==> config.mk <==
export PLATFORM = sky130hd
export DESIGN_NAME = lru_cache_with_expiry
export DESIGN_NICKNAME = d
export VERILOG_FILES = /design/src/sv/lcx_pkg.sv /design/src/sv/lcx_cell.sv /design/src/sv/lru_cache_with_expiry.sv
export SDC_FILE = /design/constraint.sdc
export NUM_CORES = 2
export LEC_CHECK = 0
export ABC_AREA = 0
export BUFFER_PORTS_ARGS = -buffer_cell sky130_fd_sc_hd__buf_2
export CORE_ASPECT_RATIO = 1.5
export CORE_MARGIN = 10
export CORE_UTILIZATION = 50
export CTS_CLUSTER_DIAMETER = 40
export DETAILED_ROUTE_END_ITERATION = 8
export HOLD_SLACK_MARGIN = 0.03
export PLACE_DENSITY = 0.71
export SYNTH_ARGS = -nofsm -noshare
export SYNTH_HDL_FRONTEND = slang
export SYNTH_HIERARCHICAL = 1
export SYNTH_SLANG_ARGS = --single-unit
==> constraint.sdc <==
create_clock -name clk -period 12.24 [get_ports clk]
set_input_delay 0.612 -clock clk [delete_from_list [all_inputs] [get_ports clk]]
set_output_delay 0.612 -clock clk [all_outputs]
set_load 0.05 [all_outputs]
==> src/sv/lcx_pkg.sv <==
`timescale 1ns / 1ps

package lcx_pkg;

    // Request opcodes.
    localparam logic [2:0] OP_GET    = 3'd0;
    localparam logic [2:0] OP_PUT    = 3'd1;
    localparam logic [2:0] OP_REMOVE = 3'd2;
    localparam logic [2:0] OP_SETEXP = 3'd3;
    localparam logic [2:0] OP_CLEAR  = 3'd4;

    localparam logic [4:0] CAPACITY_RESET = 5'd16;

    typedef struct packed {
        logic [2:0]  opcode;
        logic [63:0] key_tag;
        logic [31:0] store_value;
        logic [31:0] expire_time;
        logic [31:0] now_time;
    } req_t;

    typedef struct packed {
        logic        found;
        logic [31:0] read_value;
        logic        expiry_changed;
    } rsp_t;

    // Command broadcast to every cell of the row.
    typedef enum logic [2:0] {
        CMD_NONE,
        CMD_TOUCH,
        CMD_DROP,
        CMD_INSERT,
        CMD_CLEAR
    } cell_op_t;

    typedef struct packed {
        cell_op_t op;
        logic     wr_value;
        logic     wr_expiry;
    } cell_cmd_t;

endpackage

==> src/sv/lcx_cell.sv <==
`timescale 1ns / 1ps

module lcx_cell #(
    parameter int KEY_WIDTH = 64,
    parameter int RANK_W    = 4
) (
    input  logic                  clk,
    input  logic                  rst_n,
    input  lcx_pkg::cell_cmd_t    cmd,
    input  logic [RANK_W-1:0]     cmd_rank,
    input  logic [KEY_WIDTH-1:0]  bus_key,
    input  logic [31:0]           bus_value,
    input  logic [31:0]           bus_expiry,
    input  logic                  hit_in,
    input  logic [RANK_W-1:0]     rank_in,
    input  logic [31:0]           value_in,
    input  logic [31:0]           expiry_in,
    input  logic                  free_in,
    output logic                  hit_out,
    output logic [RANK_W-1:0]     rank_out,
    output logic [31:0]           value_out,
    output logic [31:0]           expiry_out,
    output logic                  free_out,
    output logic                  valid
);

    import lcx_pkg::*;

    logic                 valid_reg, valid_next;
    logic [KEY_WIDTH-1:0] key_reg, key_next;
    logic [31:0]          value_reg, value_next;
    logic [31:0]          expiry_reg, expiry_next;
    logic [RANK_W-1:0]    rank_reg, rank_next;

    logic my_hit;
    logic claim;
    logic sel;

    assign my_hit = valid_reg && (key_reg == bus_key);
    assign claim  = !valid_reg && !free_in;
    assign sel    = valid_reg && (rank_reg == cmd_rank);

    // Lookup results and the first free slot ripple down the row.
    assign hit_out    = hit_in | my_hit;
    assign rank_out   = rank_in | (my_hit ? rank_reg : '0);
    assign value_out  = value_in | (my_hit ? value_reg : 32'd0);
    assign expiry_out = expiry_in | (my_hit ? expiry_reg : 32'd0);
    assign free_out   = free_in | !valid_reg;
    assign valid      = valid_reg;

    always_comb
    begin
        valid_next  = valid_reg;
        key_next    = key_reg;
        value_next  = value_reg;
        expiry_next = expiry_reg;
        rank_next   = rank_reg;
        case (cmd.op)
            CMD_TOUCH:
            begin
                if (sel)
                begin
                    rank_next = '0;
                    if (cmd.wr_value)
                    begin
                        value_next = bus_value;
                    end
                    if (cmd.wr_expiry)
                    begin
                        expiry_next = bus_expiry;
                    end
                end
                else if (valid_reg && (rank_reg < cmd_rank))
                begin
                    rank_next = rank_reg + 1'b1;
                end
            end
            CMD_DROP:
            begin
                if (sel)
                begin
                    valid_next = 1'b0;
                end
                else if (valid_reg && (rank_reg > cmd_rank))
                begin
                    rank_next = rank_reg - 1'b1;
                end
            end
            CMD_INSERT:
            begin
                if (claim)
                begin
                    valid_next  = 1'b1;
                    key_next    = bus_key;
                    value_next  = bus_value;
                    expiry_next = 32'd0;
                    rank_next   = '0;
                end
                else if (valid_reg)
                begin
                    rank_next = rank_reg + 1'b1;
                end
            end
            CMD_CLEAR:
            begin
                valid_next = 1'b0;
            end
            default:
            begin
                valid_next = valid_reg;
            end
        endcase
    end

    always_ff @(posedge clk or negedge rst_n)
    begin
        if (!rst_n)
        begin
            valid_reg <= 1'b0;
        end
        else
        begin
            valid_reg <= valid_next;
        end
    end

    always_ff @(posedge clk)
    begin
        key_reg    <= key_next;
        value_reg  <= value_next;
        expiry_reg <= expiry_next;
        rank_reg   <= rank_next;
    end

endmodule

==> src/sv/lru_cache_with_expiry.sv <==
`timescale 1ns / 1ps
// A request is accepted in the idle state, together with its lookup result; the execute
// state then updates the row and registers the result. A put that misses may first drop
// an expired hit and then, when the cache is full, evict the least recently used entry.
// A new request is accepted only once the last one has finished (key compare across the
// cell row, then rank updates over the row).
// A stalled result parks in a hold register and keeps the input stalled until it moves on.
// Reset: rst_n is asynchronous, active low; it empties every slot and sets capacity to 16.
// No clearing pass is needed, so a request can be accepted right after reset.

module lru_cache_with_expiry #(
    parameter int MAX_ENTRIES = 16,
    parameter int KEY_WIDTH   = 64
) (
    input  logic          clk,
    input  logic          rst_n,
    input  logic          req_valid,
    output logic          req_stall,
    input  lcx_pkg::req_t req_data,
    output logic          rsp_valid,
    input  logic          rsp_stall,
    output lcx_pkg::rsp_t rsp_data,
    input  logic          cfg_wr_en,
    input  logic [4:0]    cfg_wr_data
);

    import lcx_pkg::*;

    localparam int RANK_W = (MAX_ENTRIES > 1) ? $clog2(MAX_ENTRIES) : 1;
    localparam int CNT_W  = $clog2(MAX_ENTRIES + 1);
    localparam int CW     = (CNT_W > 5) ? CNT_W : 5;

    typedef enum logic [2:0] {
        S_IDLE,
        S_EXEC,
        S_EVICT,
        S_INSERT,
        S_HOLD
    } state_t;

    state_t            state_reg, state_next;
    logic [CNT_W-1:0]  lc_reg, lc_next;
    logic [4:0]        cap_reg;
    logic              rsp_valid_reg;

    // Request and lookup results captured at the accepting edge.
    req_t              req_reg;
    logic              hit_reg;
    logic [RANK_W-1:0] hrank_reg;
    logic [31:0]       hval_reg;
    logic [31:0]       hexp_reg;
    rsp_t              res_reg;
    rsp_t              rsp_data_reg;

    // The cell row. Index 0 feeds the first cell; index MAX_ENTRIES is the row's result.
    logic              hit_c    [0:MAX_ENTRIES];
    logic [RANK_W-1:0] rank_c   [0:MAX_ENTRIES];
    logic [31:0]       value_c  [0:MAX_ENTRIES];
    logic [31:0]       expiry_c [0:MAX_ENTRIES];
    logic              free_c   [0:MAX_ENTRIES];
    logic [MAX_ENTRIES-1:0] valid_vec;

    cell_cmd_t             cmd;
    logic [RANK_W-1:0]     cmd_rank;
    logic [KEY_WIDTH-1:0]  bus_key;

    logic        accept;
    logic        out_free;
    logic        expired;
    logic        live_hit;
    logic        full;
    logic [CW-1:0] cap_eff;
    logic        done;
    logic        load_out;
    rsp_t        res;
    rsp_t        load_data;

    assign accept    = req_valid && !req_stall;
    assign req_stall = (state_reg != S_IDLE);
    assign out_free  = !rsp_valid_reg || !rsp_stall;
    assign rsp_valid = rsp_valid_reg;
    assign rsp_data  = rsp_data_reg;

    // In the idle state the cells compare against the key on the input port, so the
    // lookup is done by the time the request has been accepted. Later states reuse the
    // stored key for the insert.
    assign bus_key = (state_reg == S_IDLE) ? req_data.key_tag[KEY_WIDTH-1:0]
                                           : req_reg.key_tag[KEY_WIDTH-1:0];

    assign hit_c[0]    = 1'b0;
    assign rank_c[0]   = '0;
    assign value_c[0]  = 32'd0;
    assign expiry_c[0] = 32'd0;
    assign free_c[0]   = 1'b0;

    for (genvar g = 0; g < MAX_ENTRIES; g++)
    begin : g_cell
        lcx_cell #(
            .KEY_WIDTH (KEY_WIDTH),
            .RANK_W    (RANK_W)
        ) u_cell (
            .clk        (clk),
            .rst_n      (rst_n),
            .cmd        (cmd),
            .cmd_rank   (cmd_rank),
            .bus_key    (bus_key),
            .bus_value  (req_reg.store_value),
            .bus_expiry (req_reg.expire_time),
            .hit_in     (hit_c[g]),
            .rank_in    (rank_c[g]),
            .value_in   (value_c[g]),
            .expiry_in  (expiry_c[g]),
            .free_in    (free_c[g]),
            .hit_out    (hit_c[g+1]),
            .rank_out   (rank_c[g+1]),
            .value_out  (value_c[g+1]),
            .expiry_out (expiry_c[g+1]),
            .free_out   (free_c[g+1]),
            .valid      (valid_vec[g])
        );
    end

    // A capacity of zero behaves as one; anything above the row length behaves as the
    // row length.
    always_comb
    begin
        if (cap_reg == 5'd0)
        begin
            cap_eff = CW'(1);
        end
        else if (CW'(cap_reg) > CW'(MAX_ENTRIES))
        begin
            cap_eff = CW'(MAX_ENTRIES);
        end
        else
        begin
            cap_eff = CW'(cap_reg);
        end
    end

    // An entry is stale when its expiry is set and has been reached.
    assign expired  = (hexp_reg != 32'd0) && (hexp_reg <= req_reg.now_time);
    assign live_hit = hit_reg && !expired;
    assign full     = (CW'(lc_reg) >= cap_eff);

    always_comb
    begin
        cmd        = '{op: CMD_NONE, wr_value: 1'b0, wr_expiry: 1'b0};
        cmd_rank   = hrank_reg;
        state_next = state_reg;
        lc_next    = lc_reg;
        done       = 1'b0;
        res        = '0;
        case (state_reg)
            S_IDLE:
            begin
                if (accept)
                begin
                    state_next = S_EXEC;
                end
            end
            S_EXEC:
            begin
                case (req_reg.opcode)
                    OP_GET:
                    begin
                        done = 1'b1;
                        if (live_hit)
                        begin
                            cmd.op         = CMD_TOUCH;
                            res.found      = 1'b1;
                            res.read_value = hval_reg;
                        end
                        else if (hit_reg)
                        begin
                            cmd.op  = CMD_DROP;
                            lc_next = lc_reg - 1'b1;
                        end
                    end
                    OP_PUT:
                    begin
                        if (live_hit)
                        begin
                            cmd.op       = CMD_TOUCH;
                            cmd.wr_value = 1'b1;
                            res.found    = 1'b1;
                            done         = 1'b1;
                        end
                        else if (hit_reg)
                        begin
                            // The stale entry goes first; eviction is decided on the
                            // reduced count in the next cycle.
                            cmd.op     = CMD_DROP;
                            lc_next    = lc_reg - 1'b1;
                            state_next = S_EVICT;
                        end
                        else if (full)
                        begin
                            cmd.op     = CMD_DROP;
                            cmd_rank   = RANK_W'(lc_reg - 1'b1);
                            lc_next    = lc_reg - 1'b1;
                            state_next = S_INSERT;
                        end
                        else
                        begin
                            cmd.op  = CMD_INSERT;
                            lc_next = lc_reg + 1'b1;
                            done    = 1'b1;
                        end
                    end
                    OP_REMOVE:
                    begin
                        done = 1'b1;
                        if (hit_reg)
                        begin
                            cmd.op         = CMD_DROP;
                            lc_next        = lc_reg - 1'b1;
                            res.found      = 1'b1;
                            res.read_value = hval_reg;
                        end
                    end
                    OP_SETEXP:
                    begin
                        done = 1'b1;
                        if (live_hit)
                        begin
                            cmd.op    = CMD_TOUCH;
                            res.found = 1'b1;
                            // Writing zero over a zero expiry is not a change.
                            if (!((req_reg.expire_time == 32'd0) && (hexp_reg == 32'd0)))
                            begin
                                cmd.wr_expiry      = 1'b1;
                                res.expiry_changed = 1'b1;
                            end
                        end
                        else if (hit_reg)
                        begin
                            cmd.op  = CMD_DROP;
                            lc_next = lc_reg - 1'b1;
                        end
                    end
                    OP_CLEAR:
                    begin
                        cmd.op  = CMD_CLEAR;
                        lc_next = '0;
                        done    = 1'b1;
                    end
                    default:
                    begin
                        done = 1'b1;
                    end
                endcase
            end
            S_EVICT:
            begin
                if (full)
                begin
                    cmd.op     = CMD_DROP;
                    cmd_rank   = RANK_W'(lc_reg - 1'b1);
                    lc_next    = lc_reg - 1'b1;
                    state_next = S_INSERT;
                end
                else
                begin
                    cmd.op  = CMD_INSERT;
                    lc_next = lc_reg + 1'b1;
                    done    = 1'b1;
                end
            end
            S_INSERT:
            begin
                cmd.op  = CMD_INSERT;
                lc_next = lc_reg + 1'b1;
                done    = 1'b1;
            end
            S_HOLD:
            begin
                if (out_free)
                begin
                    state_next = S_IDLE;
                end
            end
            default:
            begin
                state_next = S_IDLE;
            end
        endcase

        // A finished result goes straight to the output register when it is free, and
        // otherwise waits in the hold register.
        load_out  = 1'b0;
        load_data = res;
        if (done)
        begin
            if (out_free)
            begin
                load_out   = 1'b1;
                state_next = S_IDLE;
            end
            else
            begin
                state_next = S_HOLD;
            end
        end
        else if ((state_reg == S_HOLD) && out_free)
        begin
            load_out  = 1'b1;
            load_data = res_reg;
        end
    end

    always_ff @(posedge clk or negedge rst_n)
    begin
        if (!rst_n)
        begin
            state_reg     <= S_IDLE;
            lc_reg        <= '0;
            cap_reg       <= CAPACITY_RESET;
            rsp_valid_reg <= 1'b0;
        end
        else
        begin
            state_reg <= state_next;
            lc_reg    <= lc_next;
            if (cfg_wr_en)
            begin
                cap_reg <= cfg_wr_data;
            end
            if (load_out)
            begin
                rsp_valid_reg <= 1'b1;
            end
            else if (!rsp_stall)
            begin
                rsp_valid_reg <= 1'b0;
            end
        end
    end

    always_ff @(posedge clk)
    begin
        if (accept)
        begin
            req_reg   <= req_data;
            hit_reg   <= hit_c[MAX_ENTRIES];
            hrank_reg <= rank_c[MAX_ENTRIES];
            hval_reg  <= value_c[MAX_ENTRIES];
            hexp_reg  <= expiry_c[MAX_ENTRIES];
        end
        if (done && !out_free)
        begin
            res_reg <= res;
        end
        if (load_out)
        begin
            rsp_data_reg <= load_data;
        end
    end

    // The live count always matches the number of occupied cells.
    a_count_matches: assert property (@(posedge clk) disable iff (!rst_n)
        $countones(valid_vec) == int'(lc_reg))
        else $error("live count differs from occupied cells");

    // An accepted request is always worked on in the very next cycle.
    a_accept_exec: assert property (@(posedge clk) disable iff (!rst_n)
        accept |=> (state_reg == S_EXEC))
        else $error("accepted request did not reach execute");

    // A result is only parked while the output register is still occupied.
    a_hold_busy: assert property (@(posedge clk) disable iff (!rst_n)
        (state_reg == S_HOLD) |-> rsp_valid_reg)
        else $error("result held with output register empty");

    // The count never exceeds the row length.
    a_count_bound: assert property (@(posedge clk) disable iff (!rst_n)
        int'(lc_reg) <= MAX_ENTRIES)
        else $error("live count above row length");

endmodule
==> summary.txt <==
Placement
  – Cell Area, Placed: 120900 um^2
  – Detailed Place HPWL: 222.8 mm
  – RePlAce Congestion: 0.8946
  – Buffers added on ports: 208

Critical path
  – Worst-path maximum fanout: 59
  – Cell family with most CP delay: compound AO/OA/AOI/OAI gates
  – CP Launch Type: flip-flop
  – R2r startpoint: state_reg[2]
  – CP Capture Type: flip-flop
  – Critical Path Stages: 26
  – Critical path arrival: 8.94 ns
  – Crit path top cell by count: o21bai_1
  – Crit-path slowest cell: buf_4
  – WS Path Type: reg -> reg
  – R2R Setup Slk: 3.88 ns
  – Reg-to-reg endpoint: hexp_reg[26]
  – Req. time, crit path: 12.81 ns
  – Critical Path Max Stage Delay: 0.88 ns
  – Worst R2R Path Depth: 26
  – Worst path buffer plus inverter count: 4

Timing
  – Final setup fails: 0
  – RSZ-0062 raised after global routing: no
  – Max-slew violation count: 0
  – FMAX: 119.6 MHz
  – Total negative setup slack: 0 ns
  – Hold Fails Final Rpt: 0
  – Period minus WS final: 8.365 ns
  – Slew margin rel.: 5.153%
  – Clock Skews: 0.07478 ns
  – Crit share post-route: 68.34%
  – Least-Margin Pin Slew: 1.419 ns
  – Min Hold Slack: 0.04052 ns

Power
  – Combinational power share: 30.5%
  – Sw Ratio: 35.26%
  – Peak supply drop: 0.2517 mV
  – Clk pwr share: 30.1%
  – Sequential share of power: 39.5%
  – Psw: 10.11 mW
  – Leak Pwr: 41.05 nW
  – Ratio of total power to cell area: 217.2 nW/um^2
  – Pint: 18.57 mW

Hold path
  – Hold Path Class: in -> reg
  – Worst hold path stage count: 1
  – Hold path start: req_data[144]
  – Hold path endpoint: req_reg[144]

Clocking
  – Root Driver: clkbuf_16
  – # H-tree levels: 5
  – CTS Sinks: 2442
  – Clk_lat worst skew: 0.90 ns
  – CTS tree: built
  – TritonCTS buffer count: 290
  – Clock transition at path regs: 0.06 ns
  – Post-CTS setup buffers: 0
  – Clk buf depth: 4
  – PostCTS Resize Cnt: 0

Flow run
  – Max Cap Viol: 0

Die
  – Die H: 609.3 um
  – Core box area: 230500 um^2
  – # IOs: 209
  – DIE AREA: 251600 um^2
  – Die X: 412.9 um
  – Initial Util: 50.22%
  – Site Rows: 216

Routing
  – 1st-pass router iterations: 9
  – Drt wl/cell: 28.76 um
  – Routed wire length: 359.6 mm
  – Post-route ant nets: 0
  – Vias: 80.84k
  – DR iter-0 viols: 9150
  – Vias per inst: 6.464
  – Remaining DRCs: 0

Final layout
  – Commonest non-fill, non-tap cell in the layout: edfxtp_1
  – Layout fillers: 18.06k
  – Reg area: 73180 um^2
  – Number of flip-flops in the largest register: 1024
  – Final #Nets: 9534
  – P&R area growth vs syn: 14.09%
  – Final instance area: 132100 um^2
  – Multi-input gate area: 39510 um^2
  – Most frequent cells in the layout: edfxtp_1 (2412), nand4_1 (1249), o21bai_1 (1084), xnor2_1 (634), and2_1 (544)
  – Layout cells sized above 1: 11.80%

Global routing
  – GRT Total Usage: 27.62%
  – First-pass GRT wire length: 528.4 mm
  – Initial antenna violation count: 8
  – Vias in the first global route: 82.53k
  – Total global routing overflow: 0
  – Largest net degree at the start of global routing: 93

Status
  – Status: finished, final reports clean

Logic synthesis
  – Post-synthesis cell area: 115800 um^2
  – Post-synthesis average cell area: 13.19 um^2
  – Warnings, synthesis: 6
  – Synth Instances: 8777
layer usage:
layer	vias to the layer above	routed length, um	part of all wire, %	track usage (%)
li1	34620	-	-	-
met2	4468	180200	50	47.41
met5	-	27	0.0075	0
met1	40390	121500	34	30.67
met4	4	31770	8.8	20.92
met3	1358	26120	7.3	4.300
worst reg2reg max path: cells and delay by family, from the launching register on:
family                 cells  cell delay, ns
AND/OR/NAND/NOR            4            1.08
multiplexers               1            0.75
buffers and inverters      4            2.21
AO/OA/AOI/OAI             16            3.40
flip-flops                 1            0.50
XOR/XNOR                   1            0.12
per-stage QoR:
step | cells | utilization, % | power, mW | setup slack (ns)
3_5_place_dp | 11820 | 52.46 | 20.04 | 3.989
4_1_cts | 12500 | 57.29 | 28.67 | 3.980
2_1_floorplan | 8849 | - | 16.68 | 1.691
5_1_grt | 12510 | 57.29 | 29.67 | 3.550
6_report | 12510 | 57.29 | 28.68 | 3.875
3_3_place_gp | 11820 | 52.46 | 19.71 | 4.080
power groups by stage:
stage	combinational (mW)	sequential, mW	clock [mW]
floorplan	5.28	11.4	0
global placement	8.25	11.5	0
detailed placement	8.57	11.5	0
CTS	8.66	11.3	8.71
global route	9.29	11.4	9.03
finish	8.74	11.3	8.62
worst max-delay path by stage:
stage	from	end
detailed placement	state_reg[2]	hexp_reg[26]
finish	state_reg[2]	hexp_reg[26]
floorplan	hexp_reg[31]	g_cell[15].u_cell/expiry_reg[0]
CTS	state_reg[2]	hexp_reg[26]
global route	state_reg[2]	hrank_reg[1]
global placement	state_reg[2]	hexp_reg[26]
layout make-up:
class / instances / area share [%]
timing repair buffer: 630 / 3.522
sequential: 2442 / 55.41
tap: 3052 / 2.891
clock buffer: 351 / 5.819
multi-input combinational: 5473 / 29.91
inverter: 389 / 1.106
antenna: 3 / 0.005684
clock inverter: 166 / 1.336
repair_timing:
action	4_1_cts	5_1_grt
setup endpoints to repair	0	0
hold buffers	167	0
endpoints found under the hold margin	193	0
Power figures use the tool's default switching activity.
